--- config.mk ---
export PLATFORM = sky130hd
export DESIGN_NAME = eased_value_animation_slots
export DESIGN_NICKNAME = d
export VERILOG_FILES = /design/src/evas_pkg.sv /design/src/evas_ease.sv /design/src/eased_value_animation_slots.sv
export SDC_FILE = /design/constraint.sdc
export NUM_CORES = 2
export LEC_CHECK = 0
export ABC_CLOCK_PERIOD_IN_PS = 18200
export BUFFER_PORTS_ARGS = -buffer_cell sky130_fd_sc_hd__buf_2
export CORE_MARGIN = 4
export CORE_UTILIZATION = 65
export CTS_CLUSTER_SIZE = 14
export DETAILED_ROUTE_END_ITERATION = 8
export PLACE_DENSITY = 0.81
export SLEW_MARGIN = 25
export SYNTH_ARGS = -nofsm -noshare
export SYNTH_HDL_FRONTEND = slang
export SYNTH_SLANG_ARGS = --single-unit
--- constraint.sdc ---
create_clock -name clock -period 18.2 [get_ports clock]
set_input_delay 5.46 -clock clock [delete_from_list [all_inputs] [get_ports clock]]
set_output_delay 5.46 -clock clock [all_outputs]
set_load 0.01 [all_outputs]
--- src/evas_pkg.sv ---
// ---------------------------------------------------------------------------
// Eased value animation slots: shared package
// Item layouts, kind and reply codes, state types and the request record
// that the slot sequencer hands to the ease arithmetic unit.
// ---------------------------------------------------------------------------
package evas_pkg;

   // Packed widths of the stream payloads, padded to whole bytes.
   localparam int REQ_DATA_W = 104;
   localparam int RSP_DATA_W = 40;

   // Input item kinds, carried on req_tuser.
   localparam logic [1:0] KIND_START = 2'd0;
   localparam logic [1:0] KIND_STOP  = 2'd1;
   localparam logic [1:0] KIND_TICK  = 2'd2;
   // Unused kind, ignored by the block.
   localparam logic [1:0] KIND_NONE  = 2'd3;

   // Result item kinds, carried on rsp_tuser.
   localparam logic [1:0] REPLY_START  = 2'd0;
   localparam logic [1:0] REPLY_STOP   = 2'd1;
   localparam logic [1:0] REPLY_UPDATE = 2'd2;

   // Slot sequencer states.
   typedef enum logic [2:0] {
      ST_IDLE,
      ST_REPLY,
      ST_W1_READ,
      ST_W1_UPD,
      ST_W2_READ,
      ST_W2_CALC,
      ST_W2_WAIT,
      ST_W2_EMIT
   } evas_state_type;

   // Ease unit states.
   typedef enum logic [2:0] {
      EASE_IDLE,
      EASE_DIV,
      EASE_SQR,
      EASE_SCALE,
      EASE_SUM,
      EASE_DONE
   } ease_state_type;

   // One slot handed to the ease unit; go launches the computation.
   typedef struct packed {
      logic        go;
      logic [31:0] begin_value;
      logic [31:0] finish_value;
      logic [16:0] elapsed;
      logic [15:0] length;
   } ease_req_type;

endpackage

--- src/evas_ease.sv ---
// ---------------------------------------------------------------------------
// Eased value animation slots: ease arithmetic unit
// Computes one quadratic ease-out value for a running slot. A restoring
// divider produces the progress one bit per cycle, then one shared
// multiplier squares the inverse progress and scales the value difference.
// ---------------------------------------------------------------------------
module evas_ease #(
   parameter int FRACTION_BITS = 16
) (
   input  logic                  clock,
   input  logic                  reset,
   input  evas_pkg::ease_req_type req,
   output logic                  done,
   output logic [31:0]           value
);
   import evas_pkg::*;

   localparam int F      = FRACTION_BITS;
   localparam int CNT_W  = $clog2(F + 1);
   localparam int EASE_W = F + 1;
   localparam int PROD_W = 32 + EASE_W;
   localparam logic [EASE_W-1:0] ONE_Q    = EASE_W'(1) << F;
   localparam logic [CNT_W-1:0]  LAST_CNT = CNT_W'(F - 1);

   ease_state_type      state_ff, state_in;
   logic [CNT_W-1:0]    cnt_ff, cnt_in;
   logic [15:0]         rem_ff, rem_in;
   logic [15:0]         len_ff, len_in;
   logic [F-1:0]        quot_ff, quot_in;
   logic [31:0]         begin_ff, begin_in;
   logic [32:0]         diff_ff, diff_in;
   logic [31:0]         mag_ff, mag_in;
   logic [PROD_W-1:0]   prod_ff, prod_in;
   logic [31:0]         value_ff, value_in;

   logic [16:0]         rem2;
   logic [16:0]         rem_sub;
   logic                rem_ge;
   logic [32:0]         diff_neg;
   logic [EASE_W-1:0]   inv;
   logic [EASE_W-1:0]   ease;
   logic [31:0]         mul_a;
   logic [EASE_W-1:0]   mul_b;
   logic [PROD_W-1:0]   mul_p;
   logic [32:0]         scaled;
   logic [32:0]         scaled_signed;
   logic [32:0]         sum;

   // Divider step: shift the remainder and try to subtract the length.
   assign rem2    = {rem_ff, 1'b0};
   assign rem_sub = rem2 - {1'b0, len_ff};
   assign rem_ge  = rem2 >= {1'b0, len_ff};

   // Magnitude of the value difference.
   assign diff_neg = 33'(0) - diff_ff;

   // Inverse progress and the ease factor taken from the squared inverse.
   assign inv  = ONE_Q - {1'b0, quot_ff};
   assign ease = ONE_Q - prod_ff[2*F:F];

   // The one multiplier, shared between squaring and scaling.
   assign mul_a = (state_ff == EASE_SQR) ? 32'(inv) : mag_ff;
   assign mul_b = (state_ff == EASE_SQR) ? inv : ease;
   assign mul_p = {{EASE_W{1'b0}}, mul_a} * {32'(0), mul_b};

   // Truncate toward zero by scaling the magnitude, then restore the sign.
   assign scaled        = {1'b0, prod_ff[F+31:F]};
   assign scaled_signed = diff_ff[32] ? (33'(0) - scaled) : scaled;
   assign sum           = {begin_ff[31], begin_ff} + scaled_signed;

   // Next state.
   always_comb begin
      state_in = state_ff;
      unique case (state_ff)
         EASE_IDLE: begin
            if (req.go) begin
               state_in = EASE_DIV;
            end
         end
         EASE_DIV: begin
            if (cnt_ff == LAST_CNT) begin
               state_in = EASE_SQR;
            end
         end
         EASE_SQR:   state_in = EASE_SCALE;
         EASE_SCALE: state_in = EASE_SUM;
         EASE_SUM:   state_in = EASE_DONE;
         EASE_DONE:  state_in = EASE_IDLE;
         default:    state_in = EASE_IDLE;
      endcase
   end

   // Datapath updates for each state.
   always_comb begin
      cnt_in   = cnt_ff;
      rem_in   = rem_ff;
      len_in   = len_ff;
      quot_in  = quot_ff;
      begin_in = begin_ff;
      diff_in  = diff_ff;
      mag_in   = mag_ff;
      prod_in  = prod_ff;
      value_in = value_ff;
      unique case (state_ff)
         EASE_IDLE: begin
            if (req.go) begin
               cnt_in   = '0;
               rem_in   = req.elapsed[15:0];
               len_in   = req.length;
               quot_in  = '0;
               begin_in = req.begin_value;
               diff_in  = {req.finish_value[31], req.finish_value}
                        - {req.begin_value[31], req.begin_value};
            end
         end
         EASE_DIV: begin
            cnt_in  = cnt_ff + CNT_W'(1);
            rem_in  = rem_ge ? rem_sub[15:0] : rem2[15:0];
            quot_in = {quot_ff[F-2:0], rem_ge};
            mag_in  = diff_ff[32] ? diff_neg[31:0] : diff_ff[31:0];
         end
         EASE_SQR:   prod_in  = mul_p;
         EASE_SCALE: prod_in  = mul_p;
         EASE_SUM:   value_in = sum[31:0];
         EASE_DONE:  ;
         default:    ;
      endcase
   end

   // Control state.
   always_ff @(posedge clock) begin
      if (reset) begin
         state_ff <= EASE_IDLE;
      end else begin
         state_ff <= state_in;
      end
   end

   // Arithmetic registers.
   always_ff @(posedge clock) begin
      cnt_ff   <= cnt_in;
      rem_ff   <= rem_in;
      len_ff   <= len_in;
      quot_ff  <= quot_in;
      begin_ff <= begin_in;
      diff_ff  <= diff_in;
      mag_ff   <= mag_in;
      prod_ff  <= prod_in;
      value_ff <= value_in;
   end

   assign done  = (state_ff == EASE_DONE);
   assign value = value_ff;

endmodule

--- src/eased_value_animation_slots.sv ---
// ---------------------------------------------------------------------------
// Eased value animation slots
// A table of animation slots that move 32-bit values from a start value to
// an end value with a quadratic ease-out curve, driven by tick items.
// ---------------------------------------------------------------------------
//
//  Channel  Direction  tdata / tuser / tlast
//  req      in         start, end, duration, slot index, delta / kind / -
//  rsp      out        slot, value, granted, finished, any active / kind / last
//
// A start or stop item passes through the reply state, which waits on the result side.
// A tick walks the slots twice: first to add the elapsed time (a read for every
// slot and an update for every active slot), then to produce updates. A running
// slot goes through the read, calc, wait and emit states, waiting on the ease unit
// with its bit-serial divider; a slot that finishes skips the wait state.
// Reset is synchronous and clears the sequencer, the active bits and the result
// register. The block takes no new item until the last result of the current
// one is loaded into the result register.
// ---------------------------------------------------------------------------
module eased_value_animation_slots #(
   parameter int MAX_SLOTS     = 8,
   parameter int FRACTION_BITS = 16
) (
   input  logic                            clock,
   input  logic                            reset,
   input  logic                            req_tvalid,
   output logic                            req_tready,
   // start_value[31:0], end_value[63:32], duration[79:64],
   // slot_index[82:80], delta[98:83], zero fill [103:99]
   input  logic [evas_pkg::REQ_DATA_W-1:0] req_tdata,
   // kind[1:0]
   input  logic [1:0]                      req_tuser,
   output logic                            rsp_tvalid,
   input  logic                            rsp_tready,
   // slot[2:0], value[34:3], granted[35], finished[36], any_active[37],
   // zero fill [39:38]
   output logic [evas_pkg::RSP_DATA_W-1:0] rsp_tdata,
   // reply_kind[1:0]
   output logic [1:0]                      rsp_tuser,
   output logic                            rsp_tlast
);
   import evas_pkg::*;

   localparam int SLOT_W = (MAX_SLOTS > 1) ? $clog2(MAX_SLOTS) : 1;
   localparam logic [SLOT_W-1:0] LAST_SLOT = SLOT_W'(MAX_SLOTS - 1);

   // Input fields.
   logic [1:0]  req_kind;
   logic [31:0] req_start_value;
   logic [31:0] req_end_value;
   logic [15:0] req_duration;
   logic [2:0]  req_slot_index;
   logic [15:0] req_delta;

   assign req_kind        = req_tuser;
   assign req_start_value = req_tdata[31:0];
   assign req_end_value   = req_tdata[63:32];
   assign req_duration    = req_tdata[79:64];
   assign req_slot_index  = req_tdata[82:80];
   assign req_delta       = req_tdata[98:83];

   // Sequencer and item registers.
   evas_state_type       state_ff, state_in;
   logic [MAX_SLOTS-1:0] active_ff, active_in;
   logic [MAX_SLOTS-1:0] mask_ff, mask_in;
   logic [SLOT_W-1:0]    ptr_ff, ptr_in;
   logic [15:0]          delta_ff, delta_in;
   logic [1:0]           item_kind_ff, item_kind_in;
   logic [2:0]           item_slot_ff, item_slot_in;
   logic                 item_granted_ff, item_granted_in;
   logic [31:0]          res_value_ff, res_value_in;
   logic                 res_finished_ff, res_finished_in;

   // Result register.
   logic                 rsp_valid_ff, rsp_valid_in;
   logic [1:0]           rsp_kind_ff, rsp_kind_in;
   logic [2:0]           rsp_slot_ff, rsp_slot_in;
   logic [31:0]          rsp_value_ff, rsp_value_in;
   logic                 rsp_granted_ff, rsp_granted_in;
   logic                 rsp_finished_ff, rsp_finished_in;
   logic                 rsp_any_ff, rsp_any_in;
   logic                 rsp_last_ff, rsp_last_in;

   // Slot storage, read at the walk pointer.
   logic [31:0]          begin_mem   [MAX_SLOTS];
   logic [31:0]          finish_mem  [MAX_SLOTS];
   logic [15:0]          length_mem  [MAX_SLOTS];
   logic [16:0]          elapsed_mem [MAX_SLOTS];
   logic [31:0]          rd_begin_ff;
   logic [31:0]          rd_finish_ff;
   logic [15:0]          rd_length_ff;
   logic [16:0]          rd_elapsed_ff;

   logic                 accept;
   logic                 out_free;
   logic                 load_out;
   logic                 found_any;
   logic [SLOT_W-1:0]    found_idx;
   logic                 slot_wr;
   logic                 el_wr;
   logic [SLOT_W-1:0]    el_addr;
   logic [16:0]          el_data;
   logic [16:0]          el_sum;
   logic [MAX_SLOTS-1:0] mask_rest;
   ease_req_type         ease_req;
   logic                 ease_done;
   logic [31:0]          ease_value;

   assign req_tready = (state_ff == ST_IDLE);
   assign accept     = req_tvalid & req_tready;
   assign out_free   = !rsp_valid_ff || rsp_tready;
   assign el_sum     = rd_elapsed_ff + {1'b0, delta_ff};
   assign mask_rest  = mask_ff & ~(MAX_SLOTS'(1) << ptr_ff);

   // Lowest free slot.
   always_comb begin
      found_any = 1'b0;
      found_idx = '0;
      for (int j = MAX_SLOTS - 1; j >= 0; j--) begin
         if (!active_ff[j]) begin
            found_any = 1'b1;
            found_idx = SLOT_W'(j);
         end
      end
   end

   // Next state.
   always_comb begin
      state_in = state_ff;
      unique case (state_ff)
         ST_IDLE: begin
            if (accept) begin
               if (req_kind inside {KIND_START, KIND_STOP}) begin
                  state_in = ST_REPLY;
               end else if (req_kind == KIND_TICK) begin
                  state_in = ST_W1_READ;
               end
            end
         end
         ST_REPLY: begin
            if (out_free) begin
               state_in = ST_IDLE;
            end
         end
         ST_W1_READ: begin
            if (mask_ff[ptr_ff]) begin
               state_in = ST_W1_UPD;
            end else if (ptr_ff == LAST_SLOT) begin
               state_in = ST_W2_READ;
            end
         end
         ST_W1_UPD: begin
            state_in = (ptr_ff == LAST_SLOT) ? ST_W2_READ : ST_W1_READ;
         end
         ST_W2_READ: begin
            if (mask_ff == '0) begin
               state_in = ST_IDLE;
            end else if (mask_ff[ptr_ff]) begin
               state_in = ST_W2_CALC;
            end
         end
         ST_W2_CALC: begin
            state_in = active_ff[ptr_ff] ? ST_W2_WAIT : ST_W2_EMIT;
         end
         ST_W2_WAIT: begin
            if (ease_done) begin
               state_in = ST_W2_EMIT;
            end
         end
         ST_W2_EMIT: begin
            if (out_free) begin
               state_in = (mask_rest == '0) ? ST_IDLE : ST_W2_READ;
            end
         end
         default: state_in = ST_IDLE;
      endcase
   end

   // Outputs of the sequencer: slot updates, item registers and results.
   always_comb begin
      active_in       = active_ff;
      mask_in         = mask_ff;
      ptr_in          = ptr_ff;
      delta_in        = delta_ff;
      item_kind_in    = item_kind_ff;
      item_slot_in    = item_slot_ff;
      item_granted_in = item_granted_ff;
      res_value_in    = res_value_ff;
      res_finished_in = res_finished_ff;
      slot_wr         = 1'b0;
      el_wr           = 1'b0;
      el_addr         = ptr_ff;
      el_data         = el_sum;
      ease_req        = '{go: 1'b0, begin_value: rd_begin_ff, finish_value: rd_finish_ff,
                          elapsed: rd_elapsed_ff, length: rd_length_ff};
      load_out        = 1'b0;
      rsp_kind_in     = REPLY_UPDATE;
      rsp_slot_in     = 3'(ptr_ff);
      rsp_value_in    = res_value_ff;
      rsp_granted_in  = 1'b0;
      rsp_finished_in = res_finished_ff;
      rsp_any_in      = |active_ff;
      rsp_last_in     = (mask_rest == '0);
      unique case (state_ff)
         ST_IDLE: begin
            if (accept) begin
               case (req_kind)
                  KIND_START: begin
                     item_kind_in    = REPLY_START;
                     item_granted_in = found_any;
                     item_slot_in    = found_any ? 3'(found_idx) : 3'd0;
                     if (found_any) begin
                        active_in[found_idx] = 1'b1;
                        slot_wr              = 1'b1;
                        el_wr                = 1'b1;
                        el_addr              = found_idx;
                        el_data              = '0;
                     end
                  end
                  KIND_STOP: begin
                     item_kind_in    = REPLY_STOP;
                     item_granted_in = 1'b0;
                     item_slot_in    = req_slot_index;
                     for (int j = 0; j < MAX_SLOTS; j++) begin
                        if (int'(req_slot_index) == j) begin
                           active_in[j] = 1'b0;
                        end
                     end
                  end
                  KIND_TICK: begin
                     mask_in  = active_ff;
                     delta_in = req_delta;
                     ptr_in   = '0;
                  end
                  default: ;
               endcase
            end
         end
         ST_REPLY: begin
            load_out        = out_free;
            rsp_kind_in     = item_kind_ff;
            rsp_slot_in     = item_slot_ff;
            rsp_value_in    = '0;
            rsp_granted_in  = item_granted_ff;
            rsp_finished_in = 1'b0;
            rsp_last_in     = 1'b1;
         end
         ST_W1_READ: begin
            if (!mask_ff[ptr_ff]) begin
               ptr_in = (ptr_ff == LAST_SLOT) ? '0 : ptr_ff + SLOT_W'(1);
            end
         end
         ST_W1_UPD: begin
            // Add the tick time and retire the slot once it reaches its length.
            el_wr  = 1'b1;
            ptr_in = (ptr_ff == LAST_SLOT) ? '0 : ptr_ff + SLOT_W'(1);
            if (el_sum >= {1'b0, rd_length_ff}) begin
               active_in[ptr_ff] = 1'b0;
            end
         end
         ST_W2_READ: begin
            if (mask_ff != '0 && !mask_ff[ptr_ff]) begin
               ptr_in = ptr_ff + SLOT_W'(1);
            end
         end
         ST_W2_CALC: begin
            // A slot retired in the first walk reports its end value.
            if (active_ff[ptr_ff]) begin
               ease_req.go     = 1'b1;
               res_finished_in = 1'b0;
            end else begin
               res_value_in    = rd_finish_ff;
               res_finished_in = 1'b1;
            end
         end
         ST_W2_WAIT: begin
            if (ease_done) begin
               res_value_in = ease_value;
            end
         end
         ST_W2_EMIT: begin
            load_out = out_free;
            if (out_free) begin
               mask_in = mask_rest;
               if (mask_rest != '0) begin
                  ptr_in = ptr_ff + SLOT_W'(1);
               end
            end
         end
         default: ;
      endcase
   end

   // Result register handshake.
   always_comb begin
      if (load_out) begin
         rsp_valid_in = 1'b1;
      end else if (rsp_tready) begin
         rsp_valid_in = 1'b0;
      end else begin
         rsp_valid_in = rsp_valid_ff;
      end
   end

   // Shared ease arithmetic.
   evas_ease #(
      .FRACTION_BITS (FRACTION_BITS)
   ) u_ease (
      .clock (clock),
      .reset (reset),
      .req   (ease_req),
      .done  (ease_done),
      .value (ease_value)
   );

   // Slot storage writes and the registered read at the walk pointer.
   always_ff @(posedge clock) begin
      if (slot_wr) begin
         begin_mem[found_idx]  <= req_start_value;
         finish_mem[found_idx] <= req_end_value;
         length_mem[found_idx] <= req_duration;
      end
      if (el_wr) begin
         elapsed_mem[el_addr] <= el_data;
      end
      rd_begin_ff   <= begin_mem[ptr_ff];
      rd_finish_ff  <= finish_mem[ptr_ff];
      rd_length_ff  <= length_mem[ptr_ff];
      rd_elapsed_ff <= elapsed_mem[ptr_ff];
   end

   // Control state.
   always_ff @(posedge clock) begin
      if (reset) begin
         state_ff     <= ST_IDLE;
         active_ff    <= '0;
         mask_ff      <= '0;
         ptr_ff       <= '0;
         rsp_valid_ff <= 1'b0;
      end else begin
         state_ff     <= state_in;
         active_ff    <= active_in;
         mask_ff      <= mask_in;
         ptr_ff       <= ptr_in;
         rsp_valid_ff <= rsp_valid_in;
      end
   end

   // Item and result payload.
   always_ff @(posedge clock) begin
      delta_ff        <= delta_in;
      item_kind_ff    <= item_kind_in;
      item_slot_ff    <= item_slot_in;
      item_granted_ff <= item_granted_in;
      res_value_ff    <= res_value_in;
      res_finished_ff <= res_finished_in;
      if (load_out) begin
         rsp_kind_ff     <= rsp_kind_in;
         rsp_slot_ff     <= rsp_slot_in;
         rsp_value_ff    <= rsp_value_in;
         rsp_granted_ff  <= rsp_granted_in;
         rsp_finished_ff <= rsp_finished_in;
         rsp_any_ff      <= rsp_any_in;
         rsp_last_ff     <= rsp_last_in;
      end
   end

   assign rsp_tvalid = rsp_valid_ff;
   assign rsp_tuser  = rsp_kind_ff;
   assign rsp_tlast  = rsp_last_ff;
   assign rsp_tdata  = {2'b00, rsp_any_ff, rsp_finished_ff, rsp_granted_ff,
                        rsp_value_ff, rsp_slot_ff};

   // The ease unit only finishes while the sequencer waits for it.
   assert property (@(posedge clock) disable iff (reset)
      ease_done |-> state_ff == ST_W2_WAIT)
      else $error("ease unit finished outside the wait state");

   // During the first walk every active slot belongs to the tick's slot set.
   assert property (@(posedge clock) disable iff (reset)
      (state_ff == ST_W1_READ || state_ff == ST_W1_UPD) |-> (active_ff & ~mask_ff) == '0)
      else $error("slot active outside the tick's slot set");

   // A finished update always refers to a slot that has been freed.
   assert property (@(posedge clock) disable iff (reset)
      (state_ff == ST_W2_EMIT && load_out && res_finished_ff) |-> !active_ff[ptr_ff])
      else $error("finished update for a slot that is still active");

   // After the last result of a tick the sequencer is back to idle.
   assert property (@(posedge clock) disable iff (reset)
      (state_ff == ST_W2_EMIT && load_out && rsp_last_in) |=> state_ff == ST_IDLE)
      else $error("tick did not end after its last result");

endmodule

# --- Word level (Yosys, flattened, before mapping) ---
# Memories as Yosys holds them, arrays and structs flattened. A register that Yosys moved wholly into a read port is not among the register bits.
# Cells that the tools add are included.
word_totals:
  regBits: 352
  latchBits: 0
  mem_bits_rw: 776
  rom_bits: 0
  input_bits: 110
  output_inout_bits: 45
  word_cells: 260
  memories: 4
memory_table:
  columns: ["memory", "depth", "word_bits", "read_ports", "rd_ports_with_merged_regs", "wr", "line", "text"]
  rows:
  - ["begin_mem", 8, 32, 1, 1, 1, "eased_value_animation_slots.sv:85", "logic [31:0] begin_mem [MAX_SLOTS];"]
  - ["finish_mem", 8, 32, 1, 1, 1, "eased_value_animation_slots.sv:86", "logic [31:0] finish_mem [MAX_SLOTS];"]
  - ["elapsed_mem", 8, 17, 1, 1, 1, "eased_value_animation_slots.sv:88", "logic [16:0] elapsed_mem [MAX_SLOTS];"]
  - ["length_mem", 8, 16, 1, 1, 1, "eased_value_animation_slots.sv:87", "logic [15:0] length_mem [MAX_SLOTS];"]
classes:
  addsub: 10
  mul: 1
  div_mod_pow: 0
  n_lt_le_gt_ge: 6
  eq_ne: 48
  n_shift: 1
  muxes: 108
  bitwise_logic: 6
  n_reduce_logical: 41
op_table:
  columns: ["op", "count"]
  rows:
  - ["2-to-1 mux 32 bit", 5]
  - ["2-to-1 mux 3 bit", 35]
  - ["2-to-1 mux 17 bit", 5]
  - ["one-hot mux 16 bit (2 select lines)", 2]
  - ["one-hot mux 32 bit (2 select lines)", 1]
  - ["subtractor 1 x 32 -> 32 bit (first input constant)", 2]
  - ["multiplier 32 x 17 -> 48 bit", 1]
  - ["2-to-1 mux 16 bit", 3]
  - ["2-to-1 mux 8 bit", 6]
  - ["one-hot mux 8 bit (2 select lines)", 3]
  - ["AND reduction 6 bit", 8]
  - ["2-to-1 mux 1 bit", 35]
  - ["greater-or-equal comparator 17 x 16 -> 1 bit", 2]
  - ["equality test 3 bit (second input constant)", 11]
  - ["subtractor 32 x 32 -> 33 bit", 1]
  - ["adder 32 bit", 1]
  - ["one-hot mux 3 bit (5 select lines)", 2]
  - ["inequality test 3 x 2 -> 1 bit (second input constant)", 8]
  - ["one-hot mux 3 bit (8 select lines)", 1]
  - ["equality test 3 x 2 -> 1 bit (second input constant)", 6]
  - ["inequality test 2 bit (second input constant)", 9]
  - ["adder 17 x 16 -> 17 bit", 1]
  - ["subtractor 17 x 16 -> 17 bit (first input constant)", 1]
  - ["subtractor 17 bit (first input constant)", 1]
  - ["39 further kinds", 71]

# --- Depth between registers and ports, before layout ---
logic_depth:
  depth_word: 17
  mapped_depth: 36
  depth_no_buf: 32

# --- Hierarchy ---
# A second synthesis with hierarchy kept.
unflattened:
  hier_cells: 5329
  hier_area_um2: 65565.4
modules_own_cells:
  columns: ["module", "instances", "cells_per_inst", "area_each_um2", "seq_area_each_um2"]
  rows:
  - ["eased_value_animation_slots", 1, 2136, 36149.7, 28557.4]
  - ["evas_ease", 1, 3193, 29415.7, 6486.2]

# --- Worst setup path after synthesis ---
# No wires, ideal clock.
synth_path:
  kind: "input port to flip-flop"
  startpoint: "input port req_tuser[1]"
  endpoint: "memory begin_mem[3][0], enable pin"
  setup_time_ps: 520
  arrival_ps: 9809
  slack_ps: 7871
  cell_stages: 5
  n_path_buf: 2
  path_cell_list: "clkbuf_1 nor4_1 clkbuf_1 nand2_1 nor2_1"
synth_via:
  elab_chain_cells: 6
synth_rtl:
  columns: ["element", "line", "text"]
  rows:
  - ["start: declaration", "eased_value_animation_slots.sv:32", "input logic [1:0] req_tuser,"]
  - ["logical NOT 2 bit", "eased_value_animation_slots.sv:207", "case (req_kind)"]
  - ["2-to-1 mux 1 bit", "eased_value_animation_slots.sv:207", null]
  - ["2-to-1 mux 1 bit", "eased_value_animation_slots.sv:206", "if (accept) begin"]
  - ["2-to-1 mux 1 bit", "eased_value_animation_slots.sv:204", "unique case (state_ff)"]
  - ["2-to-1 mux 1 bit", "eased_value_animation_slots.sv:318", "if (slot_wr) begin"]
  - ["2-to-1 mux 1 bit (implied by the code)", "eased_value_animation_slots.sv:319", "begin_mem[found_idx] <= req_start_value;"]
  - ["end: declaration", "eased_value_animation_slots.sv:85", null]
# Every way passes these cells.

# --- Worst setup path in the final report ---
layout_path:
  startpoint: "register u_ease.prod_ff[16]"
  endpoint: "register u_ease.prod_ff[47] (data pin)"
layout_via:
  elab_chain_cells: 3
layout_rtl:
  columns: ["element", "line", "text"]
  rows:
  - ["start: declaration", "evas_ease.sv:33", "logic [PROD_W-1:0] prod_ff, prod_in;"]
  - ["start signal: assignment", "evas_ease.sv:148", "prod_ff <= prod_in;"]
  - ["subtractor 17 bit", "evas_ease.sv:59", "assign ease = ONE_Q - prod_ff[2*F:F];"]
  - ["2-to-1 mux 17 bit", "evas_ease.sv:63", "assign mul_b = (state_ff == EASE_SQR) ? inv : ease;"]
  - ["multiplier 32 x 17 -> 48 bit", "evas_ease.sv:64", "assign mul_p = {{EASE_W{1'b0}}, mul_a} * {32'(0), mul_b};"]
  - ["net u_ease.mul_p[47]", "evas_ease.sv:44", "logic [PROD_W-1:0] mul_p;"]
# The timed path passes the listed nets, and every way through them passes these cells.
# A chain may end at the register's enable or synchronous reset.

==> metrics.md <==
| Metric | Value |
|---|---|
| Port Buf Inserts | 147 |
| Reg2reg end | u_ease.prod_ff[47]$_DFFE_PP_ |
| XOR/XNOR Fraction of Synth Area | 0.0254 |
| Delay-heaviest family, CP | adder cells |
| Filler cell count | around 6.4k |
| Via count | 43.6k |
| Fmax | 94.0 MHz |
| Final period util | 0.584 |
| Critical path launch point type | register |
| Die Wd | 325 um |
| R2R cell count | 28 |
| Ports | 155 |
| Max-cap violations | 0 |
| Status | complete, no violations |
| Synth top area cells | edfxtp_1, fa_1, a22oi_1 |
| # hold bufs at CTS | 0 |
| Top cell type's share of synthesized area | 0.500 |
| CTS tree | built |
| Final nets | 6198 |
| Met2 GRT Util | 0.502 |
| Register area | 0.0350 mm^2 |
| P&R area growth vs syn | 8.87% |
| Critical Path Source | u_ease.prod_ff[16]$_DFFE_PP_ |
| HP Start | rd_begin_ff[16]$_DFF_P_ |
| Post-synth ARST share | 0 |
| Worst skew pair latency | between 0.6 and 0.7 ns |
| Commonest non-fill, non-tap cell in the layout | edfxtp_1 |
| Number of synthesized flops with an enable pin | 1085 |
| GRT Overall Usage | 0.317 |
| Endpoint class of the critical path | register |
| Cell variety after synth | between 70 and 80 |
| Final setup vio count | 0 |
| Top_reg_cell synth | edfxtp_1 |
| First-pass GRT wire length | 256 mm |
| CTS root buffer | clkbuf_16 |
| Final setup TNS | 0 ns |
| Power density cells | approximately 90 mW/mm^2 |
| Ratio of cells with drive above 1 in the final layout | 0.0847 |
| Final hold viol count | 0 |
| Met3 global-route usage | 0.0835 |
| Mux contribution to synthesized area | 0.00854 |
| Synth warn | 0 |
| Slew Viols, Final | 0 |
| Mapped Area | 0.0652 mm^2 |
| Compound-Gate Fraction of Synth Area | 0.0994 |
| DR WL/cell | 24.7 um |
| Simple-Gate Fraction of Synth Area | 0.0928 |
| Synth Instances | 5299 |
| Final routed DRC violation total | 0 |
| Vias in the first global route | about 44k |
| Resize count post-CTS | 0 |
| Critical Path Most Common Cell | fa_1 |
| Worst EP required | approximately 19 ns |
| Power Total | 6.49 mW |
| CORE AREA | 0.0990 mm^2 |
| RSZ-0062 raised after global routing | false |
| Post CTS Setup Buffer Count | 0 |
| Leak Pwr | 27.6 nW |
| Seq/Total Area, Yosys | 0.538 |
| CTS buffer count | 107 |
| DR iter-0 viols | 5137 |
| CP max stage delay | 0.83 ns |
| Slowest-stage cell, CP | edfxtp_1 |
| Gr busiest metal | met2 |
| Die Height | 325 um |
| Routed wire length | 168 mm |
| Final Skew | approximately 0.02 ns |
| Max FO, Critical Path | 29 |
| Area of the multi-input gates | 0.0269 mm^2 |
| Register bit total from synthesis | 1208 |
| Half-perimeter wire length after detailed placement | 111 mm |
| Core Rows | 115 |
| Htree depth | 3 |
| Slew @ Worst Pin | roughly 1.2 ns |
| CTS Sinks | 1208 |
| Commonest cells after routing, fill and taps aside | edfxtp_1, inv_1, nand2_1, fa_1, a22oi_1 |
| DRT Pass-1 Iters | 7 |
| CP Buf/Inv Count | 5 |
| Critical path depth in cells | 28 |
| Worst min-delay path class | register to register |
| Maximum root-to-sink buffer count | 3 |
| Setup WS pre-CTS | 7.91 ns |
| Synth area leader | edfxtp_1 |
| Worst-path clk slew | 0.06 ns |
| Met1 usage | 0.420 |
| Total gr overflow | 0 |
| Avg Inst Size Synth | 12.3 um^2 |
| Routed Antenna Nets | 0 |
| Die area | 0.105 mm^2 |
| Vias/cell | 6.41 |
| Initial antenna violation count | 28 |
| Pin count of the biggest net entering global routing | 103 |
| IR drop worst, VDD | 0.000171 V |
| Reg2reg setup slack | 7.57 ns |
| Dominant combinational cell family by area after synthesis | adder cells |
| Final hold slack | 0.433 ns |
| Crit path time final | 10.63 ns |
| Critical Path Sink | u_ease.prod_ff[47]$_DFFE_PP_ |
| Critical Path AT | 11.04 ns |
| Synth Area in Adders | 0.184 |
| Max_slew headroom | 0.179 |
| Crit Path Class | register to register |
| Final Wtd Congestion | 0.960 |
| Worst setup margin | 7.57 ns |
| Crit Reg-Reg Startpoint | u_ease.prod_ff[16]$_DFFE_PP_ |
| Starting Density | 0.659 |
routing by layer:
layer | part of all wire | vias up | routed length, um
li1 | - | 18800 | -
met1 | 0.37 | 21400 | 62000
met2 | 0.47 | 2853 | 78500
met3 | 0.12 | 495 | 20400
met4 | 0.043 | 12 | 7180
met5 | 0.00048 | - | 80
through the flow:
stage                     utilization  cell area, um^2  instances
after floorplan                     -            65200       5300
after global placement          0.680            67300       6573
after detailed placement        0.681            67400       6575
after CTS                       0.716            70900       6772
after global routing            0.717            70900       6782
final                           0.717            71000       6797
synthesized netlist by cell type, types with 48 or more instances:
library cell  count
edfxtp_1       1085
inv_1           667
nand2_1         508
fa_1            450
a22oi_1         401
nor2_1          344
ha_1            239
clkbuf_1        199
a21oi_1         155
xnor2_1         141
o21ai_0         131
dfxtp_1         123
nand4_1         111
and2_1           93
a21o_1           59
nor3_1           55
xor2_1           48
cell type report:
cell class,instances,share of cell area
multi-input cells,3193,0.380
repair buffers,219,0.0188
well taps,1287,0.0227
diodes,23,0.000811
clock buffers,162,0.0433
flip-flops and latches,1208,0.494
inverters,670,0.0354
clock inverters,35,0.00562
how the worst min path moves through the flow:
stage,cells past startpoint,end
6_report,0,u_ease.begin_ff[16]$_DFFE_PP_
5_1_grt,0,u_ease.len_ff[3]$_DFFE_PP_
4_1_cts,0,u_ease.begin_ff[16]$_DFFE_PP_
3_5_place_dp,0,u_ease.begin_ff[16]$_DFFE_PP_
3_3_place_gp,0,u_ease.begin_ff[16]$_DFFE_PP_
2_1_floorplan,0,u_ease.begin_ff[10]$_DFFE_PP_
state kept, by name (all words and copies together) (netlist names), 17 cells and up:
register,cells
res_value_ff,32
u_ease.value,32
u_ease.begin_ff,32
elapsed_mem,136
u_ease.diff_ff,33
finish_mem,256
rd_finish_ff,32
begin_mem,256
u_ease.mag_ff,32
rsp_value_ff,32
rd_begin_ff,32
u_ease.prod_ff,32
rd_elapsed_ff,17
length_mem,128
cell families after synthesis:
| group | count (synthesis) |
|---|---|
| mux | 50 |
| flops | 1208 |
| simple gates | 1315 |
| buf+inv | 899 |
| compound gates | 948 |
| other cells | 1 |
| xor+xnor | 189 |
| fa+ha+maj | 689 |
report_power, final:
group	internal (mW)	leakage, nW	switching, mW
logic	0.332	15.1	0.573
registers	3.24	10.8	0.110
clock network	1.27	1.68	0.971
total	4.84	27.6	1.65
worst reg2reg max path, delay by kind of cell (launching register included):
| kind | cells | cell delay [ns] |
|---|---|---|
| DFF | 1 | 0.83 |
| and+or+nand+nor | 5 | 1.88 |
| AOI/OAI and AO/OA | 8 | 2.59 |
| buffers and inverters | 5 | 0.78 |
| adders and majority gates | 8 | 3.63 |
| xor gates and xnor gates | 2 | 0.69 |
No activity file was read; power rests on OpenSTA's default activity.
